==> src/four_channel_pwm_timer_unit_defines.svh <==
// Assertion macros shared by the PWM timer modules.
`ifndef FOUR_CHANNEL_PWM_TIMER_UNIT_DEFINES_SVH
`define FOUR_CHANNEL_PWM_TIMER_UNIT_DEFINES_SVH

// Same-cycle implication, sampled on clk_i, off during reset.
`define FCPWM_ASSERT_IMP(lbl, ante, cons) \
  lbl: assert property (@(posedge clk_i) disable iff (!rst_ni) (ante) |-> (cons)) \
    else $error("fcpwm assertion failed");

// Next-cycle implication, sampled on clk_i, off during reset.
`define FCPWM_ASSERT_NXT(lbl, ante, cons) \
  lbl: assert property (@(posedge clk_i) disable iff (!rst_ni) (ante) |=> (cons)) \
    else $error("fcpwm assertion failed");

`endif

==> src/fcpwm_pkg.sv <==
// Types and constants of the four-channel PWM timer.
package fcpwm_pkg;

  localparam int PRESCALE_DIVIDE_DEF = 24;
  localparam int PERIOD_TOP_DEF      = 999;
  localparam int NUM_CH              = 4;
  localparam int CH_IDX_W            = $clog2(NUM_CH);
  localparam int DUTY_CAP            = 100;
  localparam int DUTY_IDX_W          = $clog2(DUTY_CAP + 1);
  localparam int COUNT_OUT_W         = 10;
  localparam int CFG_IDX_W           = 1;
  localparam int CFG_DATA_W          = 8;

  localparam logic [CFG_IDX_W-1:0] REG_OUT_INV      = 1'd0;
  localparam logic [CFG_IDX_W-1:0] REG_INITIAL_DUTY = 1'd1;

  typedef enum logic [1:0] {
    FUNC_TICK     = 2'd0,
    FUNC_SET_DUTY = 2'd1,
    FUNC_START    = 2'd2,
    FUNC_STOP     = 2'd3
  } func_e;

  typedef struct packed {
    func_e      func;
    logic [7:0] channel;
    logic [7:0] duty;
    logic       init_now;
  } item_t;

  typedef struct packed {
    logic                   running;
    logic [COUNT_OUT_W-1:0] count_value;
    logic [NUM_CH-1:0]      pwm_lines;
  } result_t;

endpackage

==> src/fcpwm_core.sv <==
// Timer state, compare lanes and per-request update logic.
`include "four_channel_pwm_timer_unit_defines.svh"

module fcpwm_core #(
  parameter int PRESCALE_DIVIDE = fcpwm_pkg::PRESCALE_DIVIDE_DEF,
  parameter int PERIOD_TOP      = fcpwm_pkg::PERIOD_TOP_DEF
) (
  input  logic                                clk_i,
  input  logic                                rst_ni,
  input  logic                                cfg_we_i,
  input  logic [fcpwm_pkg::CFG_IDX_W-1:0]     cfg_idx_i,
  input  logic [fcpwm_pkg::CFG_DATA_W-1:0]    cfg_wdata_i,
  input  logic                                push_i,
  input  fcpwm_pkg::item_t                    item_i,
  output fcpwm_pkg::result_t                  res_o
);

  localparam int PW = (PRESCALE_DIVIDE > 0) ? $clog2(PRESCALE_DIVIDE + 1) : 1;
  localparam int CW = $clog2(PERIOD_TOP + 1);
  localparam int NCH = fcpwm_pkg::NUM_CH;

  logic          out_inv_q;
  logic [7:0]    initial_duty_q;

  logic [PW-1:0] pre_q, pre_d;
  logic [CW-1:0] cnt_q, cnt_d;
  logic          en_q, en_d;
  logic [CW-1:0] preload_q [NCH];
  logic [CW-1:0] preload_d [NCH];
  logic [CW-1:0] active_q  [NCH];
  logic [CW-1:0] active_d  [NCH];

  logic [CW-1:0] duty_lut [fcpwm_pkg::DUTY_CAP+1];

  logic [fcpwm_pkg::DUTY_IDX_W-1:0] init_idx, duty_idx;
  logic [fcpwm_pkg::CH_IDX_W-1:0]   ch_idx;
  logic                             ch_ok;
  logic [NCH-1:0]                   lines;

  // Percent to compare value, worked out at elaboration.
  for (genvar p = 0; p <= fcpwm_pkg::DUTY_CAP; p++) begin : g_lut
    assign duty_lut[p] = CW'((p * PERIOD_TOP) / fcpwm_pkg::DUTY_CAP);
  end

  assign init_idx = (initial_duty_q > 8'(fcpwm_pkg::DUTY_CAP)) ?
                    fcpwm_pkg::DUTY_IDX_W'(fcpwm_pkg::DUTY_CAP) :
                    initial_duty_q[fcpwm_pkg::DUTY_IDX_W-1:0];
  assign duty_idx = (item_i.duty > 8'(fcpwm_pkg::DUTY_CAP)) ?
                    fcpwm_pkg::DUTY_IDX_W'(fcpwm_pkg::DUTY_CAP) :
                    item_i.duty[fcpwm_pkg::DUTY_IDX_W-1:0];
  assign ch_ok  = (item_i.channel >= 8'd1) && (item_i.channel <= 8'(NCH));
  assign ch_idx = fcpwm_pkg::CH_IDX_W'(item_i.channel - 8'd1);

  always_comb begin
    pre_d     = pre_q;
    cnt_d     = cnt_q;
    en_d      = en_q;
    preload_d = preload_q;
    active_d  = active_q;
    if (push_i) begin
      if (item_i.init_now) begin
        for (int i = 0; i < NCH; i++) begin
          preload_d[i] = duty_lut[init_idx];
          active_d[i]  = duty_lut[init_idx];
        end
        pre_d = '0;
        cnt_d = '0;
        en_d  = 1'b1;
      end
      unique case (item_i.func)
        fcpwm_pkg::FUNC_TICK: begin
          if (en_d) begin
            if (pre_d >= PW'(PRESCALE_DIVIDE)) begin
              pre_d = '0;
              if (cnt_d >= CW'(PERIOD_TOP)) begin
                cnt_d    = '0;
                active_d = preload_d;
              end else begin
                cnt_d = cnt_d + CW'(1);
              end
            end else begin
              pre_d = pre_d + PW'(1);
            end
          end
        end
        fcpwm_pkg::FUNC_SET_DUTY: begin
          if (ch_ok) begin
            preload_d[ch_idx] = duty_lut[duty_idx];
          end
        end
        fcpwm_pkg::FUNC_START: en_d = 1'b1;
        fcpwm_pkg::FUNC_STOP:  en_d = 1'b0;
        default: ;
      endcase
    end
  end

  always_comb begin
    for (int i = 0; i < NCH; i++) begin
      lines[i] = en_d && (out_inv_q ^ (cnt_d < active_d[i]));
    end
  end

  assign res_o.pwm_lines   = lines;
  assign res_o.count_value = fcpwm_pkg::COUNT_OUT_W'(cnt_d);
  assign res_o.running     = en_d;

  always_ff @(posedge clk_i or negedge rst_ni) begin
    if (!rst_ni) begin
      out_inv_q      <= 1'b0;
      initial_duty_q <= '0;
      pre_q          <= '0;
      cnt_q          <= '0;
      en_q           <= 1'b0;
      for (int i = 0; i < NCH; i++) begin
        preload_q[i] <= '0;
        active_q[i]  <= '0;
      end
    end else begin
      if (cfg_we_i) begin
        unique case (cfg_idx_i)
          fcpwm_pkg::REG_OUT_INV:      out_inv_q      <= cfg_wdata_i[0];
          fcpwm_pkg::REG_INITIAL_DUTY: initial_duty_q <= cfg_wdata_i;
          default: ;
        endcase
      end
      pre_q     <= pre_d;
      cnt_q     <= cnt_d;
      en_q      <= en_d;
      preload_q <= preload_d;
      active_q  <= active_d;
    end
  end

  `FCPWM_ASSERT_IMP(a_pre_range, 1'b1, pre_q <= PW'(PRESCALE_DIVIDE))
  `FCPWM_ASSERT_IMP(a_cnt_range, 1'b1, cnt_q <= CW'(PERIOD_TOP))
  `FCPWM_ASSERT_NXT(a_stopped_hold,
    push_i && !en_q && !item_i.init_now && item_i.func == fcpwm_pkg::FUNC_TICK,
    $stable(cnt_q) && $stable(pre_q))

endmodule

==> src/fcpwm_out_buf.sv <==
// Two-entry result buffer between the timer core and the result channel.
`include "four_channel_pwm_timer_unit_defines.svh"

module fcpwm_out_buf (
  input  logic               clk_i,
  input  logic               rst_ni,
  input  logic               push_i,
  input  fcpwm_pkg::result_t res_i,
  output logic               full_o,
  output logic               valid_o,
  input  logic               ready_i,
  output fcpwm_pkg::result_t res_o
);

  logic               out_valid_q, skid_valid_q;
  fcpwm_pkg::result_t out_q, skid_q;
  logic               pop;

  assign pop     = out_valid_q && ready_i;
  assign full_o  = skid_valid_q;
  assign valid_o = out_valid_q;
  assign res_o   = out_q;

  always_ff @(posedge clk_i or negedge rst_ni) begin
    if (!rst_ni) begin
      out_valid_q  <= 1'b0;
      skid_valid_q <= 1'b0;
    end else if (push_i) begin
      if (!out_valid_q || pop) begin
        out_valid_q <= 1'b1;
      end else begin
        skid_valid_q <= 1'b1;
      end
    end else if (pop) begin
      out_valid_q  <= skid_valid_q;
      skid_valid_q <= 1'b0;
    end
  end

  always_ff @(posedge clk_i) begin
    if (push_i) begin
      if (!out_valid_q || pop) begin
        out_q <= res_i;
      end else begin
        skid_q <= res_i;
      end
    end else if (pop && skid_valid_q) begin
      out_q <= skid_q;
    end
  end

  `FCPWM_ASSERT_IMP(a_skid_implies_out, skid_valid_q, out_valid_q)
  `FCPWM_ASSERT_NXT(a_empty_push, push_i && !out_valid_q, out_valid_q && !skid_valid_q)

endmodule

==> src/four_channel_pwm_timer_unit.sv <==
// Top level of the four-channel edge-aligned PWM timer.
//
// Requests arrive on the s_axis channel: tuser carries the function code
// (tick, set duty, start, stop), tdata the channel, duty and init flag.
// Every accepted request yields exactly one result on m_axis: the four PWM
// line levels, the main counter and the running flag after that request.
// Configuration (output polarity, initial duty) is written through cfg_we_i,
// cfg_idx_i and cfg_wdata_i; the user must write it only while the block is
// idle, which the block itself does not enforce. Requests are taken one per
// cycle while s_axis_tready is high; the state update and compare lanes are
// combinational and their result is registered in the result buffer.
// A two-entry result buffer lets a request be taken while one result waits;
// s_axis_tready drops only while both entries are occupied by a stalled
// receiver, and results leave in request order.
// Reset clears the counters and compares, stops the timer, sets both
// configuration registers to zero and empties the result buffer.
module four_channel_pwm_timer_unit #(
  parameter int PRESCALE_DIVIDE = fcpwm_pkg::PRESCALE_DIVIDE_DEF,
  parameter int PERIOD_TOP      = fcpwm_pkg::PERIOD_TOP_DEF
) (
  input  logic                             clk_i,
  input  logic                             rst_ni,
  input  logic                             cfg_we_i,
  input  logic [fcpwm_pkg::CFG_IDX_W-1:0]  cfg_idx_i,
  input  logic [fcpwm_pkg::CFG_DATA_W-1:0] cfg_wdata_i,
  input  logic                             s_axis_tvalid,
  output logic                             s_axis_tready,
  input  logic [23:0]                      s_axis_tdata,  // channel, duty, init_now
  input  logic [1:0]                       s_axis_tuser,  // func
  output logic                             m_axis_tvalid,
  input  logic                             m_axis_tready,
  output logic [15:0]                      m_axis_tdata   // pwm_lines, count_value, running
);

  fcpwm_pkg::item_t   item;
  fcpwm_pkg::result_t core_res, buf_res;
  logic               push, full;

  assign s_axis_tready = !full;
  assign push          = s_axis_tvalid && !full;

  assign item.func     = fcpwm_pkg::func_e'(s_axis_tuser);
  assign item.channel  = s_axis_tdata[7:0];
  assign item.duty     = s_axis_tdata[15:8];
  assign item.init_now = s_axis_tdata[16];

  fcpwm_core #(
    .PRESCALE_DIVIDE (PRESCALE_DIVIDE),
    .PERIOD_TOP      (PERIOD_TOP)
  ) u_core (
    .clk_i       (clk_i),
    .rst_ni      (rst_ni),
    .cfg_we_i    (cfg_we_i),
    .cfg_idx_i   (cfg_idx_i),
    .cfg_wdata_i (cfg_wdata_i),
    .push_i      (push),
    .item_i      (item),
    .res_o       (core_res)
  );

  fcpwm_out_buf u_out_buf (
    .clk_i   (clk_i),
    .rst_ni  (rst_ni),
    .push_i  (push),
    .res_i   (core_res),
    .full_o  (full),
    .valid_o (m_axis_tvalid),
    .ready_i (m_axis_tready),
    .res_o   (buf_res)
  );

  assign m_axis_tdata = {1'b0, buf_res.running, buf_res.count_value, buf_res.pwm_lines};

endmodule
==> config.mk <==
export PLATFORM = sky130hd
export DESIGN_NAME = four_channel_pwm_timer_unit
export DESIGN_NICKNAME = d
export VERILOG_FILES = /design/src/fcpwm_pkg.sv /design/src/fcpwm_core.sv /design/src/fcpwm_out_buf.sv /design/src/four_channel_pwm_timer_unit.sv
export VERILOG_INCLUDE_DIRS = /design/src /design/src/src
export SDC_FILE = /design/constraint.sdc
export NUM_CORES = 1
export LEC_CHECK = 0
export BUFFER_PORTS_ARGS = -buffer_cell sky130_fd_sc_hd__buf_2
export CAP_MARGIN = 20
export CORE_MARGIN = 5
export CORE_UTILIZATION = 62
export CTS_CLUSTER_SIZE = 12
export DETAILED_ROUTE_END_ITERATION = 6
export PLACE_DENSITY = 0.84
export SLEW_MARGIN = 20
export SYNTH_ARGS = -nofsm -noshare
export SYNTH_HDL_FRONTEND = slang
export SYNTH_HIERARCHICAL = 1
export SYNTH_SLANG_ARGS = --single-unit
export TNS_END_PERCENT = 100
==> constraint.sdc <==
create_clock -name clk_i -period 5.7 [get_ports clk_i]
set_input_delay 0 -clock clk_i [delete_from_list [all_inputs] [get_ports clk_i]]
set_output_delay 0 -clock clk_i [all_outputs]
set_load 0.005 [all_outputs]
* Word level (Yosys, flattened, before mapping) *
Memory sizes are Yosys's and may differ from the RTL's.
Cells that the tools add are included.

word-level totals
  bits in registers = 137
  logic and storage cells = 119
  memories kept = 2
  input bits = 40
  memory bits (read-only) = 2,560

memories
  memory            words  bits a word  rd ports  clocked after Yosys merged registers in  wr ports  line              source
  (name not given)  128    10           1         0                                        0         fcpwm_core.sv:63  preload_d[i] = duty_lut[init_idx];
  (name not given)  128    10           1         0                                        0         fcpwm_core.sv:88  preload_d[ch_idx] = duty_lut[duty_idx];

operators by class
  add/subtract/negate cells = 3
  bitwise operators = 9
  eq/ne operators = 5
  magnitude comparators = 14
  reductions and logical operators = 21
  multiplexer cells = 44

operator list
  kind                                                                count
  2-to-1 mux 40 bit                                                   10
  2-to-1 mux 10 bit                                                   12
  2-to-1 mux 15 bit                                                   3
  bitwise mux 40 bit                                                  1
  < comparator 10 bit                                                 4
  2-to-1 mux 5 bit                                                    5
  demux 10 bit (select 2 bit)                                         1
  greater-or-equal comparator 8 bit (second input constant)           2
  greater-than comparator 8 x 7 -> 1 bit (second input constant)      2
  inverter 7 -> 8 bit                                                 2
  2-to-1 mux 7 bit                                                    2
  AND reduction 2 bit                                                 6
  adder 10 x 1 -> 10 bit (second input constant)                      1
  greater-or-equal comparator 10 bit (second input constant)          1
  logical AND 1 bit                                                   9
  2-to-1 mux 1 bit                                                    9
  greater-or-equal comparator 8 x 1 -> 1 bit (second input constant)  1
  less-or-equal comparator 8 x 3 -> 1 bit (second input constant)     1
  adder 5 x 1 -> 5 bit (second input constant)                        1
  greater-or-equal comparator 5 bit (second input constant)           1
  equality test 2 bit (second input constant)                         2
  nonzero test 2 bit                                                  2
  XOR 1 bit                                                           4
  greater-or-equal comparator 3 bit (second input constant)           1
  11 further kinds                                                    13

* Depth between registers and ports, before layout *
  depth in word-level cells = 18
  gate-level depth with buffers = 22
  mapped depth without buffers = 19

* Modules after synthesis *
The synthesis kept the hierarchy.

by module, submodules not included
  module                       area each (um^2)  instances  cells an instance
  fcpwm_core                   7,962.6           1          915
  fcpwm_out_buf                1,227.4           1          59
  four_channel_pwm_timer_unit  21.3              1          4

* Worst setup path before layout *
OpenSTA, ideal clock, no wires.

  path kind = reg2reg
  start point = reg u_core.initial_duty_q[7]
  end point = reg u_out_buf.out_q, in the netlist u_out_buf/res_o[3], data pin
  period minus slack after synthesis = 4,554 ps
  setup time = 260 ps
  stages on the path, launching flop included = 20
  data required time = 5,440 ps
  setup slack = 1,146 ps
  arrival time = 4,293 ps
  cell sequence = dfrtp_1 > buf_6 > or4_4 > nand2_2 > nand2_1 > ha_1 > clkbuf_1 > nand2b_1 > o21ai_0 > o2111ai_1 > and3_1 > buf_2 > a211oi_1 > ha_1 > o21ai_0 > o21ai_0 > a21oi_1 > mux2_2 > a211o_1 > mux2_4

RTL lines
  item                      line                 source
  start: declaration        fcpwm_core.sv:23     logic [7:0] initial_duty_q;
  start signal: assignment  fcpwm_core.sv:123    fcpwm_pkg::REG_INITIAL_DUTY: initial_duty_q <= cfg_wdata_i;
  end signal: assignment    fcpwm_out_buf.sv:43  out_q <= res_i;
  end signal: assignment    fcpwm_out_buf.sv:48  out_q <= skid_q;
  end: declaration          fcpwm_out_buf.sv:16  fcpwm_pkg::result_t out_q, skid_q;

==> qor.yml <==
grt_pass1_vias: 8071
arrival_ns: 5.32
critPathKind: "flip-flop to flip-flop"
gp_congestion: 0.975
dieWidth_um: 132
track_usage_pct: 29.8
synth_edf_count: 30
syn2layout_area_growth_pct: 12.0
ys_ff_latch: 137
syn-num-nets: 1069
post-route-period-util_pct: 90.3
clockRootBuffer: "clkbuf_16"
synth_ff_type: "dfrtp_1"
leakagePower_uw: 0.00439
relSlewSlack_pct: 31.3
met3_usage_pct: 5.34
hp-class: "primary input to async pin"
clk_pin_slew_ns: 0.06
groute.layer.met2.usage_pct: 48.7
wirelength_um: 26100
synthArstFlopShare_pct: 78.1
io_pins: 58
route.detailed.drc: 0
clock-sinks: 137
vias: 8459
slew_viol_final: 0
die-area_mm2: 0.0174
clkLatencyLatePin_ns: 0.43
finalHoldViolations: 0
cts-resized-gates: 0
finalClockSkew_ns: 0.0109
fmax_mhz: 194
fill_cells: 1128
irDropWorstVdd_mv: 0.234
cap_violations: 0
htreeDepth: 4
power_density_mw_per_mm2: 385
clockBufferDepth: 2
synth_warnings: 6
status: "finished, final reports clean"
setup_viol: 0
grt_setup_unrepaired: "no"
fin_crit_ns: 5.15
ys_types: 92
met1_usage_pct: 39.6
fin_nets: 1104
rows: 44
drive_gt1_share_pct: 16.1
start_util_pct: 63.4
first_iter_violations: 985
syn_inst: 978
hpwl_um: 18000
gr-total-overflow: 0
cp-end-kind: "flip-flop"
grt_pass1_wl_um: 42500
cp.required_ns: 5.88
grt_antenna_before_repair: 0
grt.busiest_layer: "met2"
cts_tree: "built"
drtPass1Iterations: 7
yosysSeqAreaShare_pct: 38.8
placed_cell_area_mm2: 0.00955
die_h_um: 132
synth_area_mm2: 0.00921
drt-wirelength-per-cell_um: 21.6
antenna_cells: 0
fin_setup_tns_ns: 0
cts_made_buffers: 17
grt_max_degree: 76
worstPathMaxFanout: 12
worst_slew_pin_slew_ns: 1.02
avgViaCountPerCell: 6.99
cp-start-kind: "flip-flop"
portBuffers: 49
syn_avg_cell_area_um2: 9.42
postLayoutCellArea_mm2: 0.0103
coreArea_mm2: 0.0145
antenna_left: 0
==> metal layers <==
metal  up-vias  wire length (µm)
li1       3837                 -
met2       489             12300
met1      4046             10700
met3        87              2270
met5         -                 0
met4         0               850
==> sequential cells by signal (all words and copies together), names as in the netlist <==
name	count
u_core/active_q	40
u_core/out_inv_q	1
u_out_buf/valid_o	1
u_core/pre_q	5
u_core/cnt_q	10
u_out_buf/full_o	1
u_core/preload_q	40
u_out_buf/res_o	15
u_core/en_q	1
u_out_buf/skid_q	15
u_core/initial_duty_q	8
==> report_power, final <==
group | internal, µW | switching [µW] | total (µW) | leakage (µW)
logic | 527 | 699 | 1230 | 0.00256
registers | 1310 | 220 | 1530 | 0.00152
clock network | 798 | 424 | 1220 | 0.000314
total | 2630 | 1340 | 3970 | 0.00439
==> cells in the final DEF (no fill, tap or decap), drive strengths merged, types with 6 or more instances in the layout <==
cell,n
and2,7
nor4,10
inv,23
nor2b,17
o21a,8
mux2,29
nand2,63
dlygate4sd3,11
a211oi,42
nor3,29
a22oi,27
dfrtp,107
and3,12
a21oi,62
nand3,23
a21o,7
or2,7
nand2b,11
a221o,7
nor2,85
o22a,6
mux2i,17
edfxtp,30
ha,51
or3,8
o21ai,48
buf,73
nand4,15
o211ai,13
a31oi,16
a211o,25
clkbuf,23
o22ai,11
==> metrics by stage <==
step / worst slack, ns / instances / utilization (%) / total power (µW) / hold WS [ns]
after floorplan: 1.15 / 978 / - / 2360 / -0.296
after global placement: 0.764 / 1167 / 65.7 / 2660 / -0.0345
after detailed placement: 0.655 / 1167 / 65.7 / 2720 / -0.0244
after CTS: 0.615 / 1210 / 71.0 / 3950 / 0.0668
after global routing: 0.287 / 1210 / 71.0 / 4180 / 0.114
final: 0.552 / 1210 / 71.0 / 3970 / 0.0590
==> cell families (layout without fill, tap and decap cells) <==
family | after synthesis | count (layout) | synth area share [%]
xor gates and xnor gates | 2 | 2 | 0.190
DFF | 137 | 137 | 38.8
buffers and inverters | 92 | 140 | 4.58
muxes | 46 | 46 | 5.64
adders and majority gates | 51 | 51 | 6.93
AOI/OAI and AO/OA | 332 | 332 | 25.6
and+or+nand+nor | 317 | 317 | 18.2
other | 1 | 1 | 0.0407
==> synthesized netlist by cell type (all sizes together), types with 23 or more instances <==
cell type,n,share of area [%]
dfrtp,107,29
nor2,85,3.5
nand2,63,2.6
a21oi,62,3.5
ha,51,6.9
o21ai,48,2.6
a211oi,42,3.5
clkbuf,41,1.7
edfxtp,30,9.8
mux2,29,3.8
nor3,29,1.7
a22oi,27,2.2
buf,27,1.9
a211o,25,2.4
nand3,23,1.3
==> timing repair <==
item / in CTS / in global routing
endpoints found under the hold margin: 43 / 0
hold buffers: 11 / 0
setup buffers: 0 / 0
==> area by class of cell <==
| cell class | instances | area [µm²] | share of cell area, % |
|---|---|---|---|
| multi-input combinational | 749 | 5220 | 50.6 |
| clock inverter | 9 | 158 | 1.53 |
| tap | 184 | 230 | 2.23 |
| sequential | 137 | 3580 | 34.7 |
| inverter | 24 | 90.1 | 0.873 |
| timing repair buffer | 84 | 538 | 5.22 |
| clock buffer | 23 | 500 | 4.85 |
==> final timing paths <==
path,start,end,slack [ns],cells after the start
max in group asynchronous,rst_ni,u_core/preload_q[21]$_DFFE_PN0P_,4.27,3
worst max-delay path,u_core/initial_duty_q[4]$_DFFE_PN0P_,u_out_buf/res_o[3]$_DFFE_PP_,0.55,16
worst max register to register,u_core/initial_duty_q[4]$_DFFE_PN0P_,u_out_buf/res_o[3]$_DFFE_PP_,0.55,16
worst min-delay path,rst_ni,u_core/initial_duty_q[1]$_DFFE_PN0P_,0.06,2
min in group clk_i,s_axis_tdata[0],u_core/preload_q[14]$_DFFE_PN0P_,0.10,3
worst min register to register,u_core/active_q[10]$_DFF_PN0_,u_core/active_q[10]$_DFF_PN0_,0.52,1
==> worst max-delay path, stage by stage (launching register included) <==
cell	delay, ns
dfrtp_1	0.51
or4_4	0.61
nand2_2	0.13
nand2_1	0.13
ha_1	0.35
nand2b_1	0.21
o21ai_0	0.29
o2111ai_1	0.36
and3_1	0.43
a211oi_1	0.28
ha_1	0.28
o21ai_0	0.07
o21ai_0	0.13
a21oi_1	0.15
mux2_2	0.35
a211o_1	0.33
mux2_4	0.27
Note: power is estimated with default switching activity, not from simulation.
